<file path="src/rtl/tgr_pkg.sv">
// Shared types, constants and the 5x7 glyph table of the text glyph rasterizer.
// This package has no dependencies and is used by rtl/text_glyph_rasterizer.sv.
package tgr_pkg;

  localparam int GLYPH_ROWS  = 7;
  localparam int GLYPH_COLS  = 5;
  localparam int GLYPH_COUNT = 41;
  localparam int GLYPH_BITS  = GLYPH_ROWS * GLYPH_COLS;

  // Glyph columns plus one blank column of spacing between characters.
  localparam int CELL_COLS   = GLYPH_COLS + 1;

  localparam int COORD_W     = 16;
  // Working width of coordinate sums before saturation.
  localparam int ACC_W       = COORD_W + 2;
  localparam int SIZE_W      = 8;
  localparam int COLOR_W     = 32;
  localparam int CFG_IDX_W   = 8;
  localparam int CFG_DATA_W  = 32;
  localparam int COL_W       = $clog2(GLYPH_COLS);

  // Configuration register indexes.
  localparam logic [CFG_IDX_W-1:0] REG_START_X    = 8'd0;
  localparam logic [CFG_IDX_W-1:0] REG_START_Y    = 8'd1;
  localparam logic [CFG_IDX_W-1:0] REG_DOT_SIZE   = 8'd2;
  localparam logic [CFG_IDX_W-1:0] REG_DRAW_COLOR = 8'd3;

  localparam logic signed [COORD_W-1:0] START_X_RESET    = 16'sd0;
  localparam logic signed [COORD_W-1:0] START_Y_RESET    = 16'sd0;
  localparam logic [SIZE_W-1:0]         DOT_SIZE_RESET   = 8'd1;
  localparam logic [COLOR_W-1:0]        DRAW_COLOR_RESET = 32'hFFFF_FFFF;

  localparam logic [7:0] CHAR_LOWER_A = 8'h61;
  localparam logic [7:0] CHAR_LOWER_Z = 8'h7A;
  localparam logic [7:0] CASE_FOLD    = 8'h20;

  localparam logic signed [ACC_W-1:0] SAT_MAX = 18'sd32767;
  localparam logic signed [ACC_W-1:0] SAT_MIN = -18'sd32768;

  typedef enum logic {
    ST_IDLE,
    ST_SCAN
  } state_t;

  typedef struct packed {
    logic [7:0] char_code;
    logic       first_of_text;
  } in_t;

  typedef struct packed {
    logic signed [COORD_W-1:0] square_x;
    logic signed [COORD_W-1:0] square_y;
    logic [SIZE_W-1:0]         square_size;
    logic [COLOR_W-1:0]        square_color;
    logic                      last_square;
  } out_t;

  localparam logic [7:0] GLYPH_CODES [GLYPH_COUNT] = '{
    8'h41, 8'h42, 8'h43, 8'h44, 8'h45, 8'h46, 8'h47, 8'h48, 8'h49, 8'h4A,
    8'h4B, 8'h4C, 8'h4D, 8'h4E, 8'h4F, 8'h50, 8'h51, 8'h52, 8'h53, 8'h54,
    8'h55, 8'h56, 8'h57, 8'h58, 8'h59, 8'h5A,
    8'h30, 8'h31, 8'h32, 8'h33, 8'h34, 8'h35, 8'h36, 8'h37, 8'h38, 8'h39,
    8'h3C, 8'h3E, 8'h2D, 8'h3A, 8'h2E
  };

  // One row per entry, leftmost pixel in the most significant bit.
  localparam logic [GLYPH_COLS-1:0] GLYPH_ROM [GLYPH_COUNT][GLYPH_ROWS] = '{
    '{5'h0E, 5'h11, 5'h11, 5'h1F, 5'h11, 5'h11, 5'h11},
    '{5'h1E, 5'h11, 5'h11, 5'h1E, 5'h11, 5'h11, 5'h1E},
    '{5'h0F, 5'h10, 5'h10, 5'h10, 5'h10, 5'h10, 5'h0F},
    '{5'h1E, 5'h11, 5'h11, 5'h11, 5'h11, 5'h11, 5'h1E},
    '{5'h1F, 5'h10, 5'h10, 5'h1E, 5'h10, 5'h10, 5'h1F},
    '{5'h1F, 5'h10, 5'h10, 5'h1E, 5'h10, 5'h10, 5'h10},
    '{5'h0F, 5'h10, 5'h10, 5'h17, 5'h11, 5'h11, 5'h0F},
    '{5'h11, 5'h11, 5'h11, 5'h1F, 5'h11, 5'h11, 5'h11},
    '{5'h1F, 5'h04, 5'h04, 5'h04, 5'h04, 5'h04, 5'h1F},
    '{5'h07, 5'h02, 5'h02, 5'h02, 5'h12, 5'h12, 5'h0C},
    '{5'h11, 5'h12, 5'h14, 5'h18, 5'h14, 5'h12, 5'h11},
    '{5'h10, 5'h10, 5'h10, 5'h10, 5'h10, 5'h10, 5'h1F},
    '{5'h11, 5'h1B, 5'h15, 5'h15, 5'h11, 5'h11, 5'h11},
    '{5'h11, 5'h19, 5'h15, 5'h13, 5'h11, 5'h11, 5'h11},
    '{5'h0E, 5'h11, 5'h11, 5'h11, 5'h11, 5'h11, 5'h0E},
    '{5'h1E, 5'h11, 5'h11, 5'h1E, 5'h10, 5'h10, 5'h10},
    '{5'h0E, 5'h11, 5'h11, 5'h11, 5'h15, 5'h12, 5'h0D},
    '{5'h1E, 5'h11, 5'h11, 5'h1E, 5'h14, 5'h12, 5'h11},
    '{5'h0F, 5'h10, 5'h10, 5'h0E, 5'h01, 5'h01, 5'h1E},
    '{5'h1F, 5'h04, 5'h04, 5'h04, 5'h04, 5'h04, 5'h04},
    '{5'h11, 5'h11, 5'h11, 5'h11, 5'h11, 5'h11, 5'h0E},
    '{5'h11, 5'h11, 5'h11, 5'h11, 5'h11, 5'h0A, 5'h04},
    '{5'h11, 5'h11, 5'h11, 5'h15, 5'h15, 5'h1B, 5'h11},
    '{5'h11, 5'h11, 5'h0A, 5'h04, 5'h0A, 5'h11, 5'h11},
    '{5'h11, 5'h11, 5'h0A, 5'h04, 5'h04, 5'h04, 5'h04},
    '{5'h1F, 5'h01, 5'h02, 5'h04, 5'h08, 5'h10, 5'h1F},
    '{5'h0E, 5'h11, 5'h13, 5'h15, 5'h19, 5'h11, 5'h0E},
    '{5'h04, 5'h0C, 5'h04, 5'h04, 5'h04, 5'h04, 5'h0E},
    '{5'h0E, 5'h11, 5'h01, 5'h02, 5'h04, 5'h08, 5'h1F},
    '{5'h1E, 5'h01, 5'h01, 5'h0E, 5'h01, 5'h01, 5'h1E},
    '{5'h02, 5'h06, 5'h0A, 5'h12, 5'h1F, 5'h02, 5'h02},
    '{5'h1F, 5'h10, 5'h10, 5'h1E, 5'h01, 5'h01, 5'h1E},
    '{5'h0E, 5'h10, 5'h10, 5'h1E, 5'h11, 5'h11, 5'h0E},
    '{5'h1F, 5'h01, 5'h02, 5'h04, 5'h08, 5'h08, 5'h08},
    '{5'h0E, 5'h11, 5'h11, 5'h0E, 5'h11, 5'h11, 5'h0E},
    '{5'h0E, 5'h11, 5'h11, 5'h0F, 5'h01, 5'h01, 5'h0E},
    '{5'h02, 5'h04, 5'h08, 5'h10, 5'h08, 5'h04, 5'h02},
    '{5'h08, 5'h04, 5'h02, 5'h01, 5'h02, 5'h04, 5'h08},
    '{5'h00, 5'h00, 5'h00, 5'h1F, 5'h00, 5'h00, 5'h00},
    '{5'h00, 5'h04, 5'h04, 5'h00, 5'h04, 5'h04, 5'h00},
    '{5'h00, 5'h00, 5'h00, 5'h00, 5'h00, 5'h04, 5'h04}
  };

  // Returns the glyph as a flat pixel vector in scan order: bit 0 is the top
  // left pixel, and each row follows the one above it. Unknown codes are blank.
  function automatic logic [GLYPH_BITS-1:0] glyph_bits(input logic [7:0] code);
    logic [7:0]            key;
    logic [GLYPH_BITS-1:0] bits;
    key  = code;
    bits = '0;
    if (code >= CHAR_LOWER_A && code <= CHAR_LOWER_Z) begin
      key = code - CASE_FOLD;
    end
    for (int i = 0; i < GLYPH_COUNT; i++) begin
      if (GLYPH_CODES[i] == key) begin
        for (int r = 0; r < GLYPH_ROWS; r++) begin
          for (int c = 0; c < GLYPH_COLS; c++) begin
            bits[r*GLYPH_COLS + c] = GLYPH_ROM[i][r][GLYPH_COLS-1-c];
          end
        end
      end
    end
    return bits;
  endfunction

  // Clamps a working sum to the signed 16-bit coordinate range.
  function automatic logic signed [COORD_W-1:0] sat16(input logic signed [ACC_W-1:0] v);
    logic signed [COORD_W-1:0] res;
    if (v > SAT_MAX) begin
      res = SAT_MAX[COORD_W-1:0];
    end else if (v < SAT_MIN) begin
      res = SAT_MIN[COORD_W-1:0];
    end else begin
      res = v[COORD_W-1:0];
    end
    return res;
  endfunction

endpackage

</file>
<file path="src/rtl/text_glyph_rasterizer.sv">
// Top level of the text glyph rasterizer: request handshakes, glyph scan and
// cursor tracking. Depends on rtl/tgr_pkg.sv for types, the glyph table and helpers.

// Each input request carries one character byte. Lower-case letters are folded
// to upper case and looked up in a 5x7 glyph table holding A-Z, 0-9 and the
// characters < > - : . ; every other code is blank. The glyph is scanned one
// pixel per cycle while the output register is free, row by row from the top
// left, and every set pixel produces one output request describing a filled
// square: its saturated x and y, the square size (dot_size) and the fill color
// (draw_color). last_square marks the final square of a character. The glyph
// bits are read into the scan register when the character is accepted; the
// scan then steps over the pixels until no set pixel remains (35 at most),
// pausing while a finished square waits on out_stall. The input is stalled
// for the whole scan. Blank glyphs still pass through the scan and emit
// nothing. After every character the cursor moves right by six pixel
// sizes, saturating at the 16-bit limits; a request with first_of_text set
// reloads the cursor from start_x first. With the pixel size at zero a character
// emits nothing and the cursor is not moved on. Configuration writes are
// always taken (cfg_ready is tied high) and must only be issued while the
// block is idle; writes to unknown indexes are ignored.
module text_glyph_rasterizer (
  input  logic                                clk,
  input  logic                                rst,
  // Character requests.
  input  logic                                in_valid,
  output logic                                in_stall,
  input  tgr_pkg::in_t                        in_data,
  // Square requests.
  output logic                                out_valid,
  input  logic                                out_stall,
  output tgr_pkg::out_t                       out_data,
  // Configuration writes.
  input  logic                                cfg_valid,
  output logic                                cfg_ready,
  input  logic [tgr_pkg::CFG_IDX_W-1:0]       cfg_index,
  input  logic [tgr_pkg::CFG_DATA_W-1:0]      cfg_data
);

  // Configuration registers.
  logic signed [tgr_pkg::COORD_W-1:0] start_x;
  logic signed [tgr_pkg::COORD_W-1:0] start_y;
  logic [tgr_pkg::SIZE_W-1:0]         dot_size;
  logic [tgr_pkg::COLOR_W-1:0]        draw_color;

  // Scan state.
  tgr_pkg::state_t                    state;
  tgr_pkg::state_t                    state_next;
  logic [tgr_pkg::GLYPH_BITS-1:0]     pattern;
  logic [tgr_pkg::COL_W-1:0]          col;
  logic signed [tgr_pkg::ACC_W-1:0]   x_acc;
  logic signed [tgr_pkg::ACC_W-1:0]   y_acc;
  logic signed [tgr_pkg::COORD_W-1:0] cursor;

  logic                               in_accept;
  logic                               slot_free;
  logic                               scan_step;
  logic                               scan_done;
  logic signed [tgr_pkg::COORD_W-1:0] cursor_load;
  logic [tgr_pkg::SIZE_W+2:0]         advance;
  logic signed [tgr_pkg::ACC_W-1:0]   cursor_sum;
  logic signed [tgr_pkg::ACC_W-1:0]   pixel_step;

  assign cfg_ready = 1'b1;

  // The output register is free when it is empty or its square is taken now.
  assign slot_free  = !out_valid || !out_stall;
  assign in_accept  = in_valid && !in_stall;
  // The scan ends once the pixel at hand is the last set pixel of the glyph.
  assign scan_done  = !(|pattern[tgr_pkg::GLYPH_BITS-1:1]);

  assign cursor_load = in_data.first_of_text ? start_x : cursor;
  assign pixel_step  = tgr_pkg::ACC_W'({1'b0, dot_size});
  // Six pixel sizes: four plus two, as shifts.
  assign advance     = ({3'b000, dot_size} << 2) + ({3'b000, dot_size} << 1);
  assign cursor_sum  = tgr_pkg::ACC_W'(cursor)
                     + tgr_pkg::ACC_W'({1'b0, advance});

  // Next state.
  always_comb begin
    state_next = state;
    unique case (state)
      tgr_pkg::ST_IDLE: begin
        if (in_accept && dot_size != '0) begin
          state_next = tgr_pkg::ST_SCAN;
        end
      end
      tgr_pkg::ST_SCAN: begin
        if (slot_free && scan_done) begin
          state_next = tgr_pkg::ST_IDLE;
        end
      end
      default: state_next = tgr_pkg::ST_IDLE;
    endcase
  end

  // State outputs.
  always_comb begin
    in_stall  = 1'b1;
    scan_step = 1'b0;
    unique case (state)
      tgr_pkg::ST_IDLE: begin
        in_stall = 1'b0;
      end
      tgr_pkg::ST_SCAN: begin
        scan_step = slot_free;
      end
      default: begin
        in_stall  = 1'b1;
        scan_step = 1'b0;
      end
    endcase
  end

  always_ff @(posedge clk) begin
    if (rst) begin
      state      <= tgr_pkg::ST_IDLE;
      start_x    <= tgr_pkg::START_X_RESET;
      start_y    <= tgr_pkg::START_Y_RESET;
      dot_size   <= tgr_pkg::DOT_SIZE_RESET;
      draw_color <= tgr_pkg::DRAW_COLOR_RESET;
      cursor     <= '0;
      out_valid  <= 1'b0;
    end else begin
      state <= state_next;

      if (cfg_valid && cfg_ready) begin
        unique case (cfg_index)
          tgr_pkg::REG_START_X:    start_x    <= cfg_data[tgr_pkg::COORD_W-1:0];
          tgr_pkg::REG_START_Y:    start_y    <= cfg_data[tgr_pkg::COORD_W-1:0];
          tgr_pkg::REG_DOT_SIZE:   dot_size   <= cfg_data[tgr_pkg::SIZE_W-1:0];
          tgr_pkg::REG_DRAW_COLOR: draw_color <= cfg_data[tgr_pkg::COLOR_W-1:0];
          default: ;
        endcase
      end

      // The cursor is reloaded on acceptance and moved on when the scan ends.
      if (in_accept) begin
        cursor <= cursor_load;
      end else if (scan_step && scan_done) begin
        cursor <= tgr_pkg::sat16(cursor_sum);
      end

      if (scan_step && pattern[0]) begin
        out_valid <= 1'b1;
      end else if (!out_stall) begin
        out_valid <= 1'b0;
      end
    end
  end

  // Payload and scan datapath.
  always_ff @(posedge clk) begin
    if (in_accept) begin
      pattern <= tgr_pkg::glyph_bits(in_data.char_code);
      col     <= '0;
      x_acc   <= tgr_pkg::ACC_W'(cursor_load);
      y_acc   <= tgr_pkg::ACC_W'(start_y);
    end else if (scan_step) begin
      pattern <= pattern >> 1;
      if (col == tgr_pkg::COL_W'(tgr_pkg::GLYPH_COLS - 1)) begin
        col   <= '0;
        x_acc <= tgr_pkg::ACC_W'(cursor);
        y_acc <= y_acc + pixel_step;
      end else begin
        col   <= col + 1'b1;
        x_acc <= x_acc + pixel_step;
      end
    end

    if (scan_step && pattern[0]) begin
      out_data.square_x     <= tgr_pkg::sat16(x_acc);
      out_data.square_y     <= tgr_pkg::sat16(y_acc);
      out_data.square_size  <= dot_size;
      out_data.square_color <= draw_color;
      out_data.last_square  <= scan_done;
    end
  end

endmodule

</file>
<file path="config.mk">
export PLATFORM = sky130hd
export DESIGN_NAME = text_glyph_rasterizer
export DESIGN_NICKNAME = d
export VERILOG_FILES = /design/src/rtl/tgr_pkg.sv /design/src/rtl/text_glyph_rasterizer.sv
export SDC_FILE = /design/constraint.sdc
export NUM_CORES = 1
export LEC_CHECK = 0
export BUFFER_PORTS_ARGS = -buffer_cell sky130_fd_sc_hd__buf_2
export CAP_MARGIN = 20
export CELL_PAD_IN_SITES_DETAIL_PLACEMENT = 0
export CELL_PAD_IN_SITES_GLOBAL_PLACEMENT = 1
export CORE_MARGIN = 2
export CORE_UTILIZATION = 35
export DETAILED_ROUTE_END_ITERATION = 8
export PLACE_DENSITY_LB_ADDON = 0.12
export SLEW_MARGIN = 0
export SYNTH_ARGS = -nofsm -noshare
export SYNTH_HDL_FRONTEND = slang
export SYNTH_SLANG_ARGS = --single-unit
</file>
<file path="constraint.sdc">
create_clock -name clk -period 4.25 [get_ports clk]
set_clock_uncertainty 0.05 [all_clocks]
set_input_delay 0.6375 -clock clk [delete_from_list [all_inputs] [get_ports clk]]
set_output_delay 0.6375 -clock clk [all_outputs]
set_load 0.02 [all_outputs]
</file>
==> impl_metrics.tcl <==
set metrics [dict create \
    crit_family "compound AO/OA/AOI/OAI gates" \
    syn-num-nets 1664 \
    slew_headroom_pct 34.2 \
    cts_tree "built" \
    syn_inst 1565 \
    async_flop_share_pct 0 \
    synth_seq_cells 237 \
    synth_ff_type "edfxtp_1" \
    ir_worst_vdd_mv 0.198 \
    rr_endpoint "cursor[11]" \
    htree_levels 1 \
    nets 1753 \
    worstSetupEndpointType "flip-flop" \
    globalplace.congestion 0.924 \
    hold_violations 0 \
    cts_buffers 27 \
    setup_violations 0 \
    syn_avg_cell_area_um2 8.70 \
    yosysUniqueCellTypes 87 \
    grt_max_degree 70 \
    first_global_vias 11461 \
    path_clk_slew_ns 0.06 \
    drc 0 \
    synth_edf_count 144 \
    dr.pass1.iters 5 \
    mappedNetlistArea_um2 13600 \
    min_path_type "input port to flip-flop" \
    hold_ws_ns 0.245 \
    rr_worst_depth 17 \
    setup_tns_ns 0 \
    final_max_slew_viol_count 0 \
    drt_iter0_markers 1008 \
    post-cts-setup-buffers 0 \
    port_buffers 128 \
    die_h_um 201 \
    grt_use_total_pct 21.9 \
    synth-seq-area-share_pct 45.4 \
    pin_count 130 \
    r2r-start "dot_size[1]" \
    worstSetupPathType "flip-flop to flip-flop" \
    layout-drive-gt1-share_pct 15.3 \
    clk-insertion-delay-late_ns 0.56 \
    overflow 0 \
    leakage_nw 6.18 \
    rsz0062_at_grt "false" \
    period_share_pct 88.7 \
    path_depth 17 \
    root_buffer "clkbuf_16" \
    finalCriticalPeriod_ns 3.77 \
    area_growth_pct 15.8 \
    via_count 11936 \
    antenna_found_initial 0 \
    drv_cap 0 \
    ant_nets 0 \
    slowest_delay_ns 0.62 \
    crit_arrival_ns 4.14 \
    viasPerCell 5.44 \
    start_util_pct 35.3 \
    critical_path_buf_inv_count 0 \
    cp-start-kind "flip-flop" \
    cts_buffer_depth 3 \
    dieArea_um2 40500 \
    coreArea_um2 38600 \
    cp_common_cell "nor2_1" \
    mostFrequentLayoutCells "nor2_1, nand2_1, a21oi_1, edfxtp_1, buf_2" \
    dpl.hpwl_um 32500 \
    worst_setup_path_startpoint "dot_size[1]" \
    row_count 72 \
    status "complete, no violations" \
    worst-path-max-fanout 12 \
    totalWireLength_um 44900 \
    reg2reg_setup_slack_ns 0.48 \
    fmax_mhz 265 \
    final_common_cell "nor2_1" \
    antenna_cells 0 \
    wl_per_cell_um 20.5 \
    die_x_um 201 \
    grt_pass1_wl_um 69600 \
    worst_pin_slew_ns 0.987 \
    power_density_nw_per_um2 391 \
    worstPathRequired_ns 4.62 \
    cts_sinks 237 \
    cp_slowest_cell "o41a_1" \
    ys_warn_count 0 \
    crit_path_end "cursor[11]" \
    path_cells "ha_1 -> fa_1 -> a21oi_1 -> nor2_1 -> nor2_1 -> nor2b_1 -> o21ai_0 -> nand2b_1 -> xor2_1 -> ha_1 -> o21a_1 -> o21ai_0 -> a31oi_1 -> nor2_1 -> o41a_1 -> a311oi_1 -> nor3_1" \
]
-- metrics by stage --
stage	instances	util, %	worst slack, ns	power [mW]	instance area, um2
after floorplan	1565	-	0.769	3.43	13600
after global placement	2143	38.5	0.434	3.76	14800
after detailed placement	2143	38.5	0.407	3.76	14800
after CTS	2193	40.9	0.393	6.24	15800
after global routing	2193	40.9	0.0839	6.45	15800
final	2193	40.9	0.480	6.16	15800
-- worst register-to-register path, delay by kind of cell, from the launching register on --
kind	cells	cell delay (ns)
flops	1	0.31
compound gates	7	1.63
xor+xnor	1	0.15
simple gates	6	0.49
fa+ha+maj	3	0.98
-- flip-flops by register name, summed over array words and instances, names as in the netlist --
signal      flops
x_acc          18
dot_size        8
start_y        16
state           1
col             3
draw_color     32
cursor         16
y_acc          18
pattern        35
start_x        16
out_data       73
out_valid       1
-- worst min-delay path by stage --
stage	from	endpoint	slack (ns)	depth (start not counted)
global route	cfg_data[28]	draw_color[28]	0.24	3
CTS	cfg_data[17]	draw_color[17]	0.22	3
finish	cfg_data[28]	draw_color[28]	0.24	3
floorplan	draw_color[9]	out_data[10]	0.36	0
detailed placement	draw_color[13]	out_data[14]	0.36	0
global placement	draw_color[19]	out_data[20]	0.36	0
-- metal layers --
metal / track usage [%] / routed length [um] / vias up
li1: - / - / 5788
met1: 29.7 / 20400 / 5654
met2: 35.4 / 20400 / 393
met3: 3.42 / 2450 / 101
met4: 8.27 / 1750 / 0
met5: 0 / 0 / -
-- area by class of cell --
class	instances	area (um2)
Clock buffer	34	773
Sequential cell	237	6190
Clock inverter	16	159
Inverter	41	155
Timing Repair Buffer	172	996
Multi-Input combinational cell	1175	6840
Tap cell	518	648
Fill cell	3918	22800
-- kinds of logic (layout without fill, tap and decap cells) --
logic type      Yosys count  in the layout  synth area share, %
flops                   237            237                 45.4
fa+ha+maj                45             45                 4.36
simple gates            627            627                 20.4
xor+xnor                 36             36                 2.32
compound gates          412            412                 19.0
other cells               1              1               0.0275
mux                      54             54                 4.00
buf+inv                 153            263                 4.51
-- Yosys cell counts (all sizes together), types with 6 or more instances --
cell | number | share of area, %
inv | 40 | 1.1
a221o | 6 | 0.44
a22o | 6 | 0.39
o21ai | 93 | 3.4
nor2b | 16 | 0.74
and2 | 9 | 0.41
xor2 | 13 | 0.84
a221oi | 6 | 0.43
clkbuf | 74 | 2.0
a211oi | 11 | 0.64
nand4 | 6 | 0.28
edfxtp | 144 | 32
nor2 | 233 | 6.5
nor4 | 12 | 0.60
ha | 41 | 3.8
a31oi | 24 | 1.1
or2 | 8 | 0.37
buf | 38 | 1.3
dfxtp | 93 | 14
nand2 | 204 | 5.6
o22ai | 10 | 0.46
xnor2 | 23 | 1.5
a21oi | 150 | 5.6
nand3 | 61 | 2.2
mux2i | 51 | 3.7
a22oi | 10 | 0.59
nor3 | 31 | 1.1
nand2b | 15 | 0.69
a21o | 17 | 0.94
o21a | 9 | 0.50
and3 | 8 | 0.37
o31ai | 8 | 0.44
-- timing repair --
item	4_1_cts	5_1_grt
gates resized for setup	0	1
setup endpoints to repair	0	2
hold buffers	0	0
endpoints found under the hold margin	0	0
-- where the power goes --
group	internal [mW]	switching (mW)
Clock	1.46	0.981
Combinational	0.329	0.582
Sequential	2.64	0.170
Total	4.43	1.73
Note: power is estimated with default switching activity, not from simulation.
